--- config.mk ---
export PLATFORM = sky130hd
export DESIGN_NAME = base64_char_decoder
export DESIGN_NICKNAME = d
export VERILOG_FILES = /design/src/hw/rtl/b64d_pkg.sv /design/src/hw/rtl/b64d_core.sv /design/src/hw/rtl/base64_char_decoder.sv
export SDC_FILE = /design/constraint.sdc
export NUM_CORES = 1
export LEC_CHECK = 0
export ABC_CLOCK_PERIOD_IN_PS = 6450
export BUFFER_PORTS_ARGS = -buffer_cell sky130_fd_sc_hd__buf_2
export CAP_MARGIN = 5
export CORE_UTILIZATION = 59
export DETAILED_ROUTE_END_ITERATION = 10
export PLACE_DENSITY = 0.81
export SLEW_MARGIN = 20
export SYNTH_ARGS = -nofsm -noshare
export SYNTH_HDL_FRONTEND = slang
export SYNTH_HIERARCHICAL = 1
export SYNTH_SLANG_ARGS = --single-unit
export TNS_END_PERCENT = 10
--- constraint.sdc ---
create_clock -name clk -period 6.45 [get_ports clk]
set_input_delay 0.9675 -clock clk [delete_from_list [all_inputs] [get_ports clk]]
set_output_delay 0.9675 -clock clk [all_outputs]
set_load 0.02 [all_outputs]
--- src/hw/rtl/b64d_pkg.sv ---
package b64d_pkg;

	localparam int unsigned ADDR_BITS = 16;

	localparam int unsigned CHAR_W   = 8;
	localparam int unsigned SEXTET_W = 6;
	localparam int unsigned COUNT_W  = 16;
	localparam int unsigned REG_W    = 16;
	localparam int unsigned OUT_TDATA_W = 48;

	localparam logic [COUNT_W-1:0] ADDR_MASK = (ADDR_BITS >= COUNT_W) ?
		{COUNT_W{1'b1}} : COUNT_W'((64'd1 << ADDR_BITS) - 64'd1);

	localparam logic [6:0] NO_SYMBOL   = 7'd64;
	localparam logic [6:0] PLUS_VALUE  = 7'd62;
	localparam logic [6:0] SLASH_VALUE = 7'd63;

	localparam logic [CHAR_W-1:0] CHAR_PAD   = 8'h3D;
	localparam logic [CHAR_W-1:0] CHAR_PLUS  = 8'h2B;
	localparam logic [CHAR_W-1:0] CHAR_SLASH = 8'h2F;
	localparam logic [CHAR_W-1:0] CHAR_UA    = 8'h41;
	localparam logic [CHAR_W-1:0] CHAR_UZ    = 8'h5A;
	localparam logic [CHAR_W-1:0] CHAR_LA    = 8'h61;
	localparam logic [CHAR_W-1:0] CHAR_LZ    = 8'h7A;
	localparam logic [CHAR_W-1:0] CHAR_D0    = 8'h30;
	localparam logic [CHAR_W-1:0] CHAR_D9    = 8'h39;

	typedef enum logic [0:0] {
		CFG_START_OFFSET  = 1'b0,
		CFG_BUFFER_LENGTH = 1'b1
	} cfg_index_t;

	typedef enum logic [1:0] {
		PHASE_FIRST  = 2'd0,
		PHASE_SECOND = 2'd1,
		PHASE_THIRD  = 2'd2,
		PHASE_FOURTH = 2'd3
	} phase_t;

	typedef struct packed {
		logic               end_of_string;
		logic [COUNT_W-1:0] byte_count;
		logic               overflow;
		logic               bad_char;
		logic [COUNT_W-1:0] write_address;
		logic               has_byte;
		logic [CHAR_W-1:0]  data_byte;
	} result_t;

	function automatic logic [6:0] sextet_of(input logic [CHAR_W-1:0] c);
		logic [6:0] v;
		v = NO_SYMBOL;
		if (c >= CHAR_UA && c <= CHAR_UZ) begin
			v = 7'(c - CHAR_UA);
		end else if (c >= CHAR_LA && c <= CHAR_LZ) begin
			v = 7'(c - CHAR_LA) + 7'd26;
		end else if (c >= CHAR_D0 && c <= CHAR_D9) begin
			v = 7'(c - CHAR_D0) + 7'd52;
		end else if (c == CHAR_PLUS) begin
			v = PLUS_VALUE;
		end else if (c == CHAR_SLASH) begin
			v = SLASH_VALUE;
		end
		return v;
	endfunction

endpackage

--- src/hw/rtl/b64d_core.sv ---
module b64d_core (
	input  logic                            clk,
	input  logic                            arst_n,
	input  logic                            go,
	input  logic [b64d_pkg::CHAR_W-1:0]     char_code,
	input  logic                            final_char,
	input  logic [b64d_pkg::REG_W-1:0]      start_offset,
	input  logic [b64d_pkg::REG_W-1:0]      buffer_length,
	output logic                            report,
	output b64d_pkg::result_t               res
);

	b64d_pkg::phase_t                      phase_q, phase_n;
	logic [b64d_pkg::SEXTET_W-1:0]         held_q, held_n;
	logic [b64d_pkg::COUNT_W-1:0]          count_q, count_n;
	logic                                  pad_q, pad_n;
	logic                                  bad_q, bad_n;
	logic                                  ovf_q, ovf_n;

	logic [6:0]                            sx;
	logic [b64d_pkg::CHAR_W-1:0]           byte_v;
	logic                                  produced;
	logic [b64d_pkg::COUNT_W:0]            full;
	logic                                  fits;

	assign sx   = b64d_pkg::sextet_of(char_code);
	assign full = {1'b0, start_offset} + {1'b0, count_q};
	assign fits = full < {1'b0, buffer_length};

	always_comb begin
		phase_n  = phase_q;
		held_n   = held_q;
		count_n  = count_q;
		pad_n    = pad_q;
		bad_n    = bad_q;
		ovf_n    = ovf_q;
		byte_v   = '0;
		produced = 1'b0;
		report   = final_char;
		res      = '0;
		if (!pad_q) begin
			if (char_code == b64d_pkg::CHAR_PAD) begin
				pad_n = 1'b1;
			end else if (sx == b64d_pkg::NO_SYMBOL) begin
				bad_n  = 1'b1;
				report = 1'b1;
			end else begin
				produced = 1'b1;
				unique case (phase_q)
					b64d_pkg::PHASE_FIRST: begin
						held_n   = sx[5:0];
						produced = 1'b0;
					end
					b64d_pkg::PHASE_SECOND: begin
						byte_v = {held_q[5:0], sx[5:4]};
						held_n = {2'b00, sx[3:0]};
					end
					b64d_pkg::PHASE_THIRD: begin
						byte_v = {held_q[3:0], sx[5:2]};
						held_n = {4'b0000, sx[1:0]};
					end
					default: begin
						byte_v = {held_q[1:0], sx[5:0]};
						held_n = '0;
					end
				endcase
				phase_n = b64d_pkg::phase_t'(phase_q + 2'd1);
				if (produced) begin
					report = 1'b1;
					if (fits) begin
						res.has_byte      = 1'b1;
						res.data_byte     = byte_v;
						res.write_address = full[b64d_pkg::COUNT_W-1:0] & b64d_pkg::ADDR_MASK;
						count_n           = count_q + 16'd1;
					end else begin
						ovf_n = 1'b1;
					end
				end
			end
		end
		res.bad_char      = bad_n;
		res.overflow      = ovf_n;
		res.byte_count    = count_n;
		res.end_of_string = final_char;
	end

	always_ff @(posedge clk or negedge arst_n) begin
		if (!arst_n) begin
			phase_q <= b64d_pkg::PHASE_FIRST;
			held_q  <= '0;
			count_q <= '0;
			pad_q   <= 1'b0;
			bad_q   <= 1'b0;
			ovf_q   <= 1'b0;
		end else if (go) begin
			if (final_char) begin
				phase_q <= b64d_pkg::PHASE_FIRST;
				held_q  <= '0;
				count_q <= '0;
				pad_q   <= 1'b0;
				bad_q   <= 1'b0;
				ovf_q   <= 1'b0;
			end else begin
				phase_q <= phase_n;
				held_q  <= held_n;
				count_q <= count_n;
				pad_q   <= pad_n;
				bad_q   <= bad_n;
				ovf_q   <= ovf_n;
			end
		end
	end

	a_final_clears: assert property (@(posedge clk) disable iff (!arst_n)
		go && final_char |=> phase_q == b64d_pkg::PHASE_FIRST && count_q == '0 && !pad_q)
		else $error("string state not cleared after final character");

	a_count_step: assert property (@(posedge clk) disable iff (!arst_n)
		go && res.has_byte |-> res.byte_count == count_q + 16'd1 && !ovf_n)
		else $error("written byte does not advance count by one");

	a_pad_freezes: assert property (@(posedge clk) disable iff (!arst_n)
		go && pad_q && !final_char |=> $stable(count_q) && $stable(phase_q))
		else $error("decoding advanced after padding");

	a_drop_sticks: assert property (@(posedge clk) disable iff (!arst_n)
		ovf_q |-> !res.has_byte)
		else $error("byte written after an overflow in the same string");

endmodule

--- src/hw/rtl/base64_char_decoder.sv ---
// Channel | Dir | tdata                                   | tlast         | tuser
// s_*     | in  | [7:0] char_code                         | final_char    | -
// m_*     | out | [7:0] data_byte, [8] has_byte,          | end_of_string | -
//         |     | [24:9] write_address, [25] bad_char,    |               |
//         |     | [26] overflow, [42:27] byte_count       |               |
// cfg_*   | in  | index 0 start_offset, 1 buffer_length   | -             | -
//
// One character per cycle sustained while m_tready does not stall; a character passes
// the input register and then the result register on its way to m_* valid.
// arst_n clears all string state, both configuration registers and valids.
// A character that yields no result retires without touching the m_* side.
// A stall on m_tready holds the result and, once the input register holds a
// character that needs a result, stops further transfers on s_*.
module base64_char_decoder (
	input  logic                                clk,
	input  logic                                arst_n,
	input  logic                                s_tvalid,
	output logic                                s_tready,
	input  logic [7:0]                          s_tdata,   // [7:0] char_code
	input  logic                                s_tlast,
	output logic                                m_tvalid,
	input  logic                                m_tready,
	output logic [b64d_pkg::OUT_TDATA_W-1:0]    m_tdata,   // data_byte, has_byte,
	                                                       // write_address, bad_char,
	                                                       // overflow, byte_count
	output logic                                m_tlast,
	input  logic                                cfg_we,
	input  logic [0:0]                          cfg_index,
	input  logic [b64d_pkg::REG_W-1:0]          cfg_data
);

	logic [b64d_pkg::REG_W-1:0]  start_offset_q;
	logic [b64d_pkg::REG_W-1:0]  buffer_length_q;

	logic                        valid_s1;
	logic [7:0]                  char_s1;
	logic                        final_s1;

	logic                        out_valid_q;
	b64d_pkg::result_t           out_res_q;

	logic                        report;
	b64d_pkg::result_t           res;
	logic                        out_free;
	logic                        go;

	always_ff @(posedge clk or negedge arst_n) begin
		if (!arst_n) begin
			start_offset_q  <= '0;
			buffer_length_q <= '0;
		end else if (cfg_we) begin
			unique case (b64d_pkg::cfg_index_t'(cfg_index))
				b64d_pkg::CFG_START_OFFSET:  start_offset_q  <= cfg_data;
				b64d_pkg::CFG_BUFFER_LENGTH: buffer_length_q <= cfg_data;
				default: ;
			endcase
		end
	end

	assign out_free = !out_valid_q || m_tready;
	assign go       = valid_s1 && (!report || out_free);
	assign s_tready = !valid_s1 || go;

	always_ff @(posedge clk or negedge arst_n) begin
		if (!arst_n) begin
			valid_s1 <= 1'b0;
		end else if (s_tready) begin
			valid_s1 <= s_tvalid;
		end
	end

	always_ff @(posedge clk) begin
		if (s_tvalid && s_tready) begin
			char_s1  <= s_tdata;
			final_s1 <= s_tlast;
		end
	end

	b64d_core u_core (
		.clk           (clk),
		.arst_n        (arst_n),
		.go            (go),
		.char_code     (char_s1),
		.final_char    (final_s1),
		.start_offset  (start_offset_q),
		.buffer_length (buffer_length_q),
		.report        (report),
		.res           (res)
	);

	always_ff @(posedge clk or negedge arst_n) begin
		if (!arst_n) begin
			out_valid_q <= 1'b0;
		end else if (go && report) begin
			out_valid_q <= 1'b1;
		end else if (m_tready) begin
			out_valid_q <= 1'b0;
		end
	end

	always_ff @(posedge clk) begin
		if (go && report) begin
			out_res_q <= res;
		end
	end

	assign m_tvalid = out_valid_q;
	assign m_tlast  = out_res_q.end_of_string;
	assign m_tdata  = {5'b00000,
	                   out_res_q.byte_count,
	                   out_res_q.overflow,
	                   out_res_q.bad_char,
	                   out_res_q.write_address,
	                   out_res_q.has_byte,
	                   out_res_q.data_byte};

endmodule

Yosys cells after proc, flatten, opt, wreduce, memory -nomap -nowiden
Index checks and enable logic that the tools add are counted.
- $add $sub $neg: 8
- $lt $le $gt $ge: 7
- equal/unequal tests: 9
- muxes and demuxes: 45
- bitwise operators: 3
- reduce and logical (&&, ||, !) cells: 19
- operator list (kind ; number):
    16-bit two-way mux ; 6
    7-bit two-way mux ; 5
    8-bit by 6-bit equality test with 1-bit output (second input constant) ; 3
    6-bit two-way mux ; 4
    8-bit case mux with 3 select lines ; 1
    1-bit two-way mux ; 23
    6-bit case mux with 3 select lines ; 1
    16-bit by 16-bit adder with 17-bit output ; 1
    17-bit by 16-bit less-than comparator with 1-bit output ; 1
    16-bit by 1-bit adder with 16-bit output (second input constant) ; 1
    8-bit by 7-bit greater-or-equal comparator with 1-bit output (second input constant) ; 2
    8-bit by 7-bit <= comparator with 1-bit output (second input constant) ; 2
    7-bit subtractor (second input constant) ; 2
    9-bit two-way mux ; 1
    8-bit by 6-bit greater-or-equal comparator with 1-bit output (second input constant) ; 1
    8-bit by 6-bit <= comparator with 1-bit output (second input constant) ; 1
    2-bit two-way mux ; 4
    7-bit by 5-bit adder with 7-bit output (second input constant) ; 1
    7-bit by 6-bit adder with 7-bit output (second input constant) ; 1
    7-bit equality test (second input constant) ; 1
    7-bit by 6-bit subtractor with 7-bit output (second input constant) ; 1
    1-bit logical AND ; 6
    2-bit != test (second input constant) ; 3
    5-bit OR reduction ; 1
    other kinds (11) ; 18
- register bits after elaboration: 114
- bits of input ports: 31
- output and inout bits: 51
- word-level logic and storage cells: 110

Longest topological paths before layout
Gate-level depths: netlist of run 1.
- word-level depth: 19
- depth in mapped cells: 22
- mapped depth without buffers: 21

By module
The synthesis of run 1 kept the hierarchy.
- modules (own cells, without submodules) (module ; times used ; cells an instance ; area an instance (um^2) ; sequential area each (um^2)):
    b64d_core ; 1 ; 454 ; 3607.2 ; 675.6
    base64_char_decoder ; 1 ; 138 ; 2979.1 ; 2442.3

Least setup slack after synthesis of run 1
OpenSTA, ideal clock, no wires.
- path type: reg-to-reg
- start point: reg char_s1[1]
- end point: reg out_res_q, in the netlist m_tdata[0] (enable)
- setup time: 0.446 ns
- arrival time: 4.439 ns
- required time: 6.004 ns
- path slack: 1.566 ns
- cell stages (with the launch flop): 14
- buffers on the path: 1
- period minus slack after synthesis: 4.884 ns
- cells stage by stage: edfxtp_1 inv_1 ha_1 nand2_1 o31a_1 and2_1 buf_2 a211o_1 nor4_2 and2_1 o21ai_0 nand2_1 nand2_1 nor2_1
- longest elaborated chain between the ends: 14
- elaborated cells on any way between the ends: 30
- those cells by class: add/sub (5); order compare (6); eq/ne (4); mux (8); reduce/logical (7)
- ends and longest elaborated chain (item ; line ; source):
    start, declared ; base64_char_decoder.sv:36 ; logic [7:0] char_s1;
    start signal, assigned ; base64_char_decoder.sv:74 ; char_s1 <= s_tdata;
    parallel branches: the longest is 8 deep, another holds 7-bit by 6-bit subtractor with 7-bit output ; - ;
    1-bit two-way mux * ; b64d_core.sv:42 ; if (char_code == b64d_pkg::CHAR_PAD) begin
    1-bit two-way mux * ; b64d_core.sv:41 ; if (!pad_q) begin
    net report ; base64_char_decoder.sv:42 ; logic report;
    1-bit zero test ; base64_char_decoder.sv:61 ; assign go = valid_s1 && (!report || out_free);
    1-bit logical OR ; base64_char_decoder.sv:61 ;
    1-bit logical AND ; base64_char_decoder.sv:61 ;
    1-bit logical AND * ; base64_char_decoder.sv:102 ; if (go && report) begin
    end signal, assigned ; base64_char_decoder.sv:103 ; out_res_q <= res;
    end, declared ; base64_char_decoder.sv:40 ; b64d_pkg::result_t out_res_q;
Mark *: on every way through the listed nets, which the timed path passes.
A chain may end at the register's enable or synchronous reset.

Worst setup path after layout of run 1
- start point: reg u_core/count_q[0] (netlist bit)
- end point: reg u_core/count_q[10] (netlist bit)
- longest elaborated chain between the ends: 8
- elaborated cells on any way between the ends: 9
- those cells by class: add/sub (2); order compare (1); mux (6)
- ends and longest elaborated chain (item ; line ; source):
    start, declared ; b64d_core.sv:15 ; logic [b64d_pkg::COUNT_W-1:0] count_q, count_n;
    start signal, assigned ; b64d_core.sv:106 ; count_q <= count_n;
    16-bit by 16-bit adder with 17-bit output ; b64d_core.sv:27 ; assign full = {1'b0, start_offset} + {1'b0, count_q};
    17-bit by 16-bit less-than comparator with 1-bit output ; b64d_core.sv:28 ; assign fits = full < {1'b0, buffer_length};
    16-bit two-way mux * ; b64d_core.sv:70 ; if (fits) begin
    16-bit two-way mux * ; b64d_core.sv:68 ; if (produced) begin
    16-bit two-way mux * ; b64d_core.sv:44 ; end else if (sx == b64d_pkg::NO_SYMBOL) begin
    16-bit two-way mux * ; b64d_core.sv:42 ;
    16-bit two-way mux * ; b64d_core.sv:41 ;
    16-bit two-way mux * ; b64d_core.sv:96 ; if (final_char) begin
Every way passes the cells marked *; elsewhere a longest branch is shown, timed or not.

==> impl_metrics.toml, run 1 <==
[critical_path]
cell_family_with_most_cp_delay = "compound AO/OA/AOI/OAI gates"
slowest_cell_on_the_critical_path = "dfrtp_1"
timing.setup.critical_path_class = "flop to flop"
critPathArrivalTime_ns = 5.86
critical_path.max_stage_delay_ns = 0.45
cp-start-kind = "flop"
timing.critical_path.cells = "ha_1 -> inv_1 -> fa_1 -> nor2b_1 -> o31a_1 -> o41ai_1 -> o221a_2 -> nand2_1 -> a31o_2 -> a21oi_1 -> xnor2_1 -> ha_1 -> and4_1 -> a211oi_1 -> nand3_1 -> a31o_2 -> nor2_1 -> nand2_2 -> inv_2 -> nand3_1 -> o31ai_1"
cp-startpoint = "u_core/count_q[0]"
r2r_start = "u_core/count_q[0]"
critical_path_required_ns = 6.85
worst_setup_path_end_kind = "flop"
worstPathMaxFanout = 19
cp.buffers_inverters = 2

[synth]
synth.ff_latch_count = 114
post_synth_main_area_contributors = "edfxtp_1 24%, dfrtp_1 23%, ha_1 8.4%, mux2_2 3.9%, xnor2_1 3.2%"
asyncSetResetFlopFracSynth_pct = 53.5
main_combinational_cell_family_by_area_after_synthesis = "compound AO/OA/AOI/OAI gates"
synth-main-ff-cell = "dfrtp_1"
yosysWarnings = 6
compound_gate_portion_of_the_synthesized_area_pct = 15.0
yosysTopAreaCell = "edfxtp_1"
yosys.area_share.adder_pct = 8.66
muxShareOfSynthArea_pct = 6.36
post-synth-top-area-fraction_pct = 24.2
post_synth_edffs = 53
yosysSeqAreaShare_pct = 47.3
average_footprint_of_a_synthesized_cell_sq_um = 11.1
synth.cell_area_sq_mm = 0.00659
simple_gate_fraction_of_synth_area_pct = 13.8
synth_cells = 592
post_synth_xor_area_fraction_pct = 3.86
synth_cell_types = 67

[grt]
gr-usage-all-layers_pct = 26.7
first_global_vias = 4860
global_route.overflow_total = 0
grt_max_degree = 62
grt_pass1_wl_mm = 23.7
antenna_found_initial = 0

[final_layout]
nets = 740
antenna_cells = 0
layout_common_cells = "76 x buf_2, 61 x dfrtp_1, 53 x edfxtp_1, 44 x ha_1, 36 x nand2_1"
layout_commonest_cell = "buf_2"
final_layout_size_suffix_gt1_share_pct = 23.5
postLayoutCellArea_sq_mm = 0.00752
num-fill-cells = 777
area_growth_from_synthesis_to_layout_pct = 14.1

[timing]
clock_skew_ns = 0.00717
timing.final.crit_period_ns = 5.47
finalHoldViolations = 0
achievable-frequency_mhz = 183
fin_tns_setup_ns = 0
maxSlewViolCount = 0
rsz0062_at_grt = "false"
setup-violations-final = 0
finalCritPeriodShare_pct = 84.7
timing_worst_slew_pin_value_ns = 1.12
max_slew_margin_pct = 25.4

[pwr]
p_total_mw = 2.78
power.static_leakage_nw = 3.34
ir_worst_vdd_v = 0.000201
p_per_area_mw_per_mm2 = 370

[route]
drt-wirelength-per-cell_microns = 17.6
drtAntennaViolNets = 0
routed_wirelength_mm = 14.4
remaining_drc_errors = 0
drtPass1Iterations = 6
detailroute.via_count = 5057
detailedRoute.firstIterationViolations = 433
routed_via_density = 6.19

[clocking]
worstSkewPairLatency_ns = 0.52
clk_pin_slew_worst_paths_ns = 0.05
cts_inserted_buffers = 17
clock-root-buffer = "clkbuf_8"
cts_num_sinks = 114
postCtsResizedCells = 0
post-cts-setup-buffer-count = 0
cts_hold_buf = 0
tritoncts = "done"
h-tree-depth = 4
cts_max_path_buffers = 2

[worst_hold_path]
class_of_the_worst_hold_path = "flop to flop"
min-delay-start = "u_core/held_q[4]"

[place]
numPortBuffers = 76
detailedPlacementHpwl_mm = 9.96
detailed_place.area_sq_mm = 0.00700
routability_cong = 0.954

[floorplanning]
placement_rows = 38
design.die.area_sq_mm = 0.0116
floorplan.initialDensity_pct = 60.8
io_pins = 82
die_w_microns = 108
fp.dieH_microns = 108
core_sq_mm = 0.0108

[outcome]
outcome = "completed"

[job]
drv_cap = 0
## kinds of logic (layout without fill, tap and decap cells)
logic type,after synthesis,in the layout
other cells,1,5
xor+xnor,29,29
compound gates,138,138
flops,114,114
simple gates,165,165
mux,34,34
buf+inv,66,147
fa+ha+maj,45,45
## path summary, 6_finish.rpt
| check | slack [ns] | endpoint | depth (start not counted) |
|---|---|---|---|
| max | 0.98 | u_core/count_q[10] | 21 |
| min | 0.51 | u_core/held_q[4] | 1 |
| max reg2reg | 0.98 | u_core/count_q[10] | 21 |
| min reg2reg | 0.51 | u_core/held_q[4] | 1 |
| max in group asynchronous | 5.31 | start_offset_q[15] | 2 |
| min in group asynchronous | 0.62 | start_offset_q[8] | 2 |
## metal layers
metal  vias to the layer above  routed length (microns)  track usage, %  part of all wire [%]
li1                       2328                        -               -                     -
met1                      2453                     6180            34.9                    43
met2                       247                     6980            43.2                    48
met3                        29                      988            5.87                   6.9
met4                         0                      265            11.1                   1.8
met5                         -                        0               0                     0
## worst reg2reg max path: cells and delay by family (launching register included)
| family | cells | cell delay, ns |
|---|---|---|
| simple gates | 7 | 1.13 |
| xor+xnor | 1 | 0.20 |
| buf+inv | 2 | 0.51 |
| flops | 1 | 0.45 |
| fa+ha+maj | 3 | 0.74 |
| compound gates | 8 | 2.30 |
## sequential cells by signal, summed over array words and instances, names as in the netlist, 2 cells and up
name             count
m_tdata             43
u_core/count_q      16
buffer_length_q     16
start_offset_q      16
u_core/phase_q       2
u_core/held_q        6
char_s1              8
## power by group
group / switching [mW] / internal (mW) / total (mW)
Combinational: 0.612 / 0.329 / 0.941
Sequential: 0.0828 / 0.942 / 1.02
Clock: 0.299 / 0.515 / 0.814
## synthesized netlist by cell type (all sizes together), types with 3 or more instances
master / count
and3: 19
edfxtp: 53
and2: 12
a21o: 8
a31o: 4
nand2b: 7
and4: 5
or3: 5
nand2: 38
xnor2: 24
nand3: 17
dfrtp: 61
nand4: 5
o21ai: 27
or2: 6
a221oi: 10
o21a: 7
a21boi: 3
mux2: 33
o211ai: 6
a32o: 3
a41oi: 3
a31oi: 12
xor2: 5
nor2: 22
nor3: 12
o31ai: 14
buf: 22
nor2b: 9
a21oi: 21
inv: 34
ha: 44
clkbuf: 9
a211oi: 7
## final cells by class
| cell class | count | area (sq um) | share of cell area (%) |
|---|---|---|---|
| multi-input combinational | 416 | 3170 | 42.1 |
| sequential | 114 | 3120 | 41.5 |
| clock buffer | 25 | 454 | 6.04 |
| timing repair buffer | 80 | 410 | 5.46 |
| tap | 140 | 175 | 2.33 |
| inverter | 35 | 131 | 1.75 |
| clock inverter | 7 | 60.1 | 0.799 |
## through the flow
stage / cells / hold slack [ns] / util, % / worst slack (ns)
2_1_floorplan: 596 / 0.466 / - / 1.57
3_3_place_gp: 785 / 0.481 / 64.6 / 1.40
3_5_place_dp: 785 / 0.493 / 64.6 / 1.17
4_1_cts: 817 / 0.500 / 69.3 / 1.09
5_1_grt: 817 / 0.530 / 69.3 / 0.767
6_report: 817 / 0.505 / 69.3 / 0.984
No activity file was read; power rests on OpenSTA's default activity.
==> run 2: changes to the inputs <==
- ABC_AREA: unset -> 1
- ABC_CLOCK_PERIOD_IN_PS: 6450 -> 5600
- clock period: 6.45 -> 5.6 ns (I/O delays scaled with it)
==> run 2 against run 1 <==
  * Worst setup slack improved by 0.055 ns
  * Synthesized area rose by 4.3%
  * Routed wire length rose by 3.8%
  * Design area rose by 4.6%
  * First-iteration DRC count fell by 14%
  * Sequential power rose by 13%
  * Sequential share of layout area fell by 1.8 points
  * Maximum frequency rose by 20%
  * Clock power rose by 33%
  * Worst hold slack got worse by 0.021 ns
  * Synthesized cell count rose by 35%
==> impl_metrics.toml, run 2 <==
[timing]
finalHoldViolations = 0
fin_tns_setup_ns = 0
max_slew_margin_pct = 48.1
achievable-frequency_mhz = 219
maxSlewViolCount = 0
timing_worst_slew_pin_value_ns = 0.778
finalCritPeriodShare_pct = 81.4
rsz0062_at_grt = "false"
timing.final.crit_period_ns = 4.56
setup-violations-final = 0
clock_skew_ns = 0.00864

[synth]
yosysSeqAreaShare_pct = 45.4
post_synth_main_area_contributors = "edfxtp_1 23%, dfrtp_1 22%, nand2_1 11%, ha_1 8.0%, inv_1 6.8%"
yosysWarnings = 6
synth.ff_latch_count = 114
asyncSetResetFlopFracSynth_pct = 53.5
synth_cells = 798
yosysTopAreaCell = "edfxtp_1"
yosys-top-cells-count = "202 x nand2_1, 125 x inv_1, 61 x dfrtp_1, 53 x edfxtp_1, 50 x nand3_1"
average_footprint_of_a_synthesized_cell_sq_um = 8.60
yosysMostFrequentCell = "nand2_1"
synth-main-ff-cell = "dfrtp_1"
post_synth_edffs = 53
post-synth-top-area-fraction_pct = 23.2
synth_cell_types = 51
synth.cell_area_sq_mm = 0.00687

[grt]
global_route.usage.met3_pct = 4.68
grt_max_degree = 62
first_global_vias = 4917
antenna_found_initial = 0
gr-usage-all-layers_pct = 26.6
global_route.overflow_total = 0
grt_most_used_layer = "met2"
met2_capacity_usage_during_global_routing_pct = 40.8
grt_pass1_wl_mm = 23.8
use_met1_pct = 36.9

[final_layout]
count_of_placed_standard_cells_in_the_final_layout_fillers_left_out = 1031
postLayoutCellArea_sq_mm = 0.00786
layout_common_cells = "202 x nand2_1, 125 x inv_1, 76 x buf_2, 61 x dfrtp_1, 53 x edfxtp_1"
final_core_utilization_pct = 69.2
antenna_cells = 0
layout_commonest_cell = "nand2_1"
num-fill-cells = 895
final_layout_size_suffix_gt1_share_pct = 18.1
nets = 951
flip_flop_count_of_the_largest_register_all_copies_and_words_added = 43
area_growth_from_synthesis_to_layout_pct = 14.5

[critical_path]
cp-start-kind = "flop"
critical-path-top-cell-by-count = "nand2_1"
slowest_cell_on_the_critical_path = "dfrtp_1"
cp.buffers_inverters = 6
cell_family_with_most_cp_delay = "simple AND/OR/NAND/NOR gates"
worstPathMaxFanout = 23
critPathArrivalTime_ns = 4.80
critical_path_required_ns = 5.84
critical_path.max_stage_delay_ns = 0.44
timing.reg2reg.setup_slack_ns = 1.04
worst_setup_path_end_kind = "flop"
timing.setup.critical_path_class = "flop to flop"

[route]
routed_wirelength_mm = 15.0
detailedRoute.firstIterationViolations = 371
drtAntennaViolNets = 0
remaining_drc_errors = 0
drtPass1Iterations = 5
routed_via_density = 5.39
detailroute.via_count = 5561
drt-wirelength-per-cell_microns = 14.5

[place]
detailedPlacementHpwl_mm = 10.5
routability_cong = 0.966
numPortBuffers = 76
placed_cells_incl_taps = 999
detailed_place.area_sq_mm = 0.00726

[clocking]
worstSkewPairLatency_ns = 0.42
cts_inserted_buffers = 17
h-tree-depth = 4
cts_hold_buf = 0
tritoncts = "done"
cts_max_path_buffers = 2
clock-root-buffer = "clkbuf_16"
clk_pin_slew_worst_paths_ns = 0.06
cts_num_sinks = 114
postCtsResizedCells = 0
post-cts-setup-buffer-count = 0

[pwr]
power.switching_mw = 1.10
power.static_leakage_nw = 3.96
p_per_area_mw_per_mm2 = 398
internal_power_mw = 2.03
ir_worst_vdd_v = 0.000291
comb_power_share_pct = 29.0
clock_power_share_pct = 34.4
p_sw_share_pct = 35.2
share_seq_of_total_power_pct = 36.6

[floorplanning]
die_w_microns = 110
floorplan.initialDensity_pct = 60.4
placement_rows = 39
design.die.area_sq_mm = 0.0121
fp.dieH_microns = 110
io_pins = 82
core_sq_mm = 0.0114

[job]
drv_cap = 0

[outcome]
outcome = "completed"

[worst_hold_path]
class_of_the_worst_hold_path = "flop to flop"
[run 2: cell type report]
type	instances	area, sq um	area share, %
Inverter	131	497	6.32
Sequential cell	114	3120	39.7
Timing Repair Buffer	79	403	5.12
Clock inverter	6	35.0	0.446
Multi-Input combinational cell	532	3070	39.0
Tap cell	143	179	2.28
Clock buffer	26	564	7.18
[run 2: logic make-up after synthesis]
logic type / share of synthesized area [%]
compound gates: 11.1
xor+xnor: 2.55
fa+ha+maj: 8.31
buf+inv: 10.1
flops: 45.4
other cells: 0.0546
simple gates: 22.4
[run 2: layer usage]
| metal | share of wire [%] | wire length (microns) | up-vias |
|---|---|---|---|
| met5 | 0 | 0 | - |
| met4 | 3.0 | 448 | 0 |
| met3 | 5.7 | 850 | 40 |
| met2 | 46 | 6850 | 192 |
| met1 | 46 | 6820 | 2564 |
| li1 | - | - | 2765 |
[run 2: final timing paths]
kind                       depth (start not counted)                from                  end
max                                               27   u_core/count_q[0]           m_tdata[1]
min                                                2  buffer_length_q[5]   buffer_length_q[5]
max reg2reg                                       27   u_core/count_q[0]           m_tdata[1]
min reg2reg                                        2  buffer_length_q[5]   buffer_length_q[5]
max in group asynchronous                          2              arst_n  buffer_length_q[13]
min in group asynchronous                          2              arst_n   u_core/count_q[15]
[run 2: metrics by stage]
stage	total power, mW	hold WS, ns	worst slack, ns
floorplan	1.82	0.455	1.77
global placement	2.03	0.466	1.36
detailed placement	2.05	0.469	1.13
CTS	3.13	0.485	1.06
global route	3.29	0.519	0.644
finish	3.13	0.485	1.04
[run 2: worst register-to-register path: cells and delay by family (launching register included)]
kind | cells | cell delay, ns
and+or+nand+nor | 15 | 1.85
adders and majority gates | 3 | 0.83
DFF | 1 | 0.44
AOI/OAI and AO/OA | 3 | 0.64
buffers and inverters | 6 | 0.62
[run 2: power groups by stage]
stage	logic [mW]	registers, mW	clock network, mW
after floorplan	0.560	1.26	0
after global placement	0.879	1.16	0
after detailed placement	0.891	1.16	0
after CTS	0.903	1.15	1.08
after global routing	1.00	1.16	1.12
final	0.906	1.15	1.08
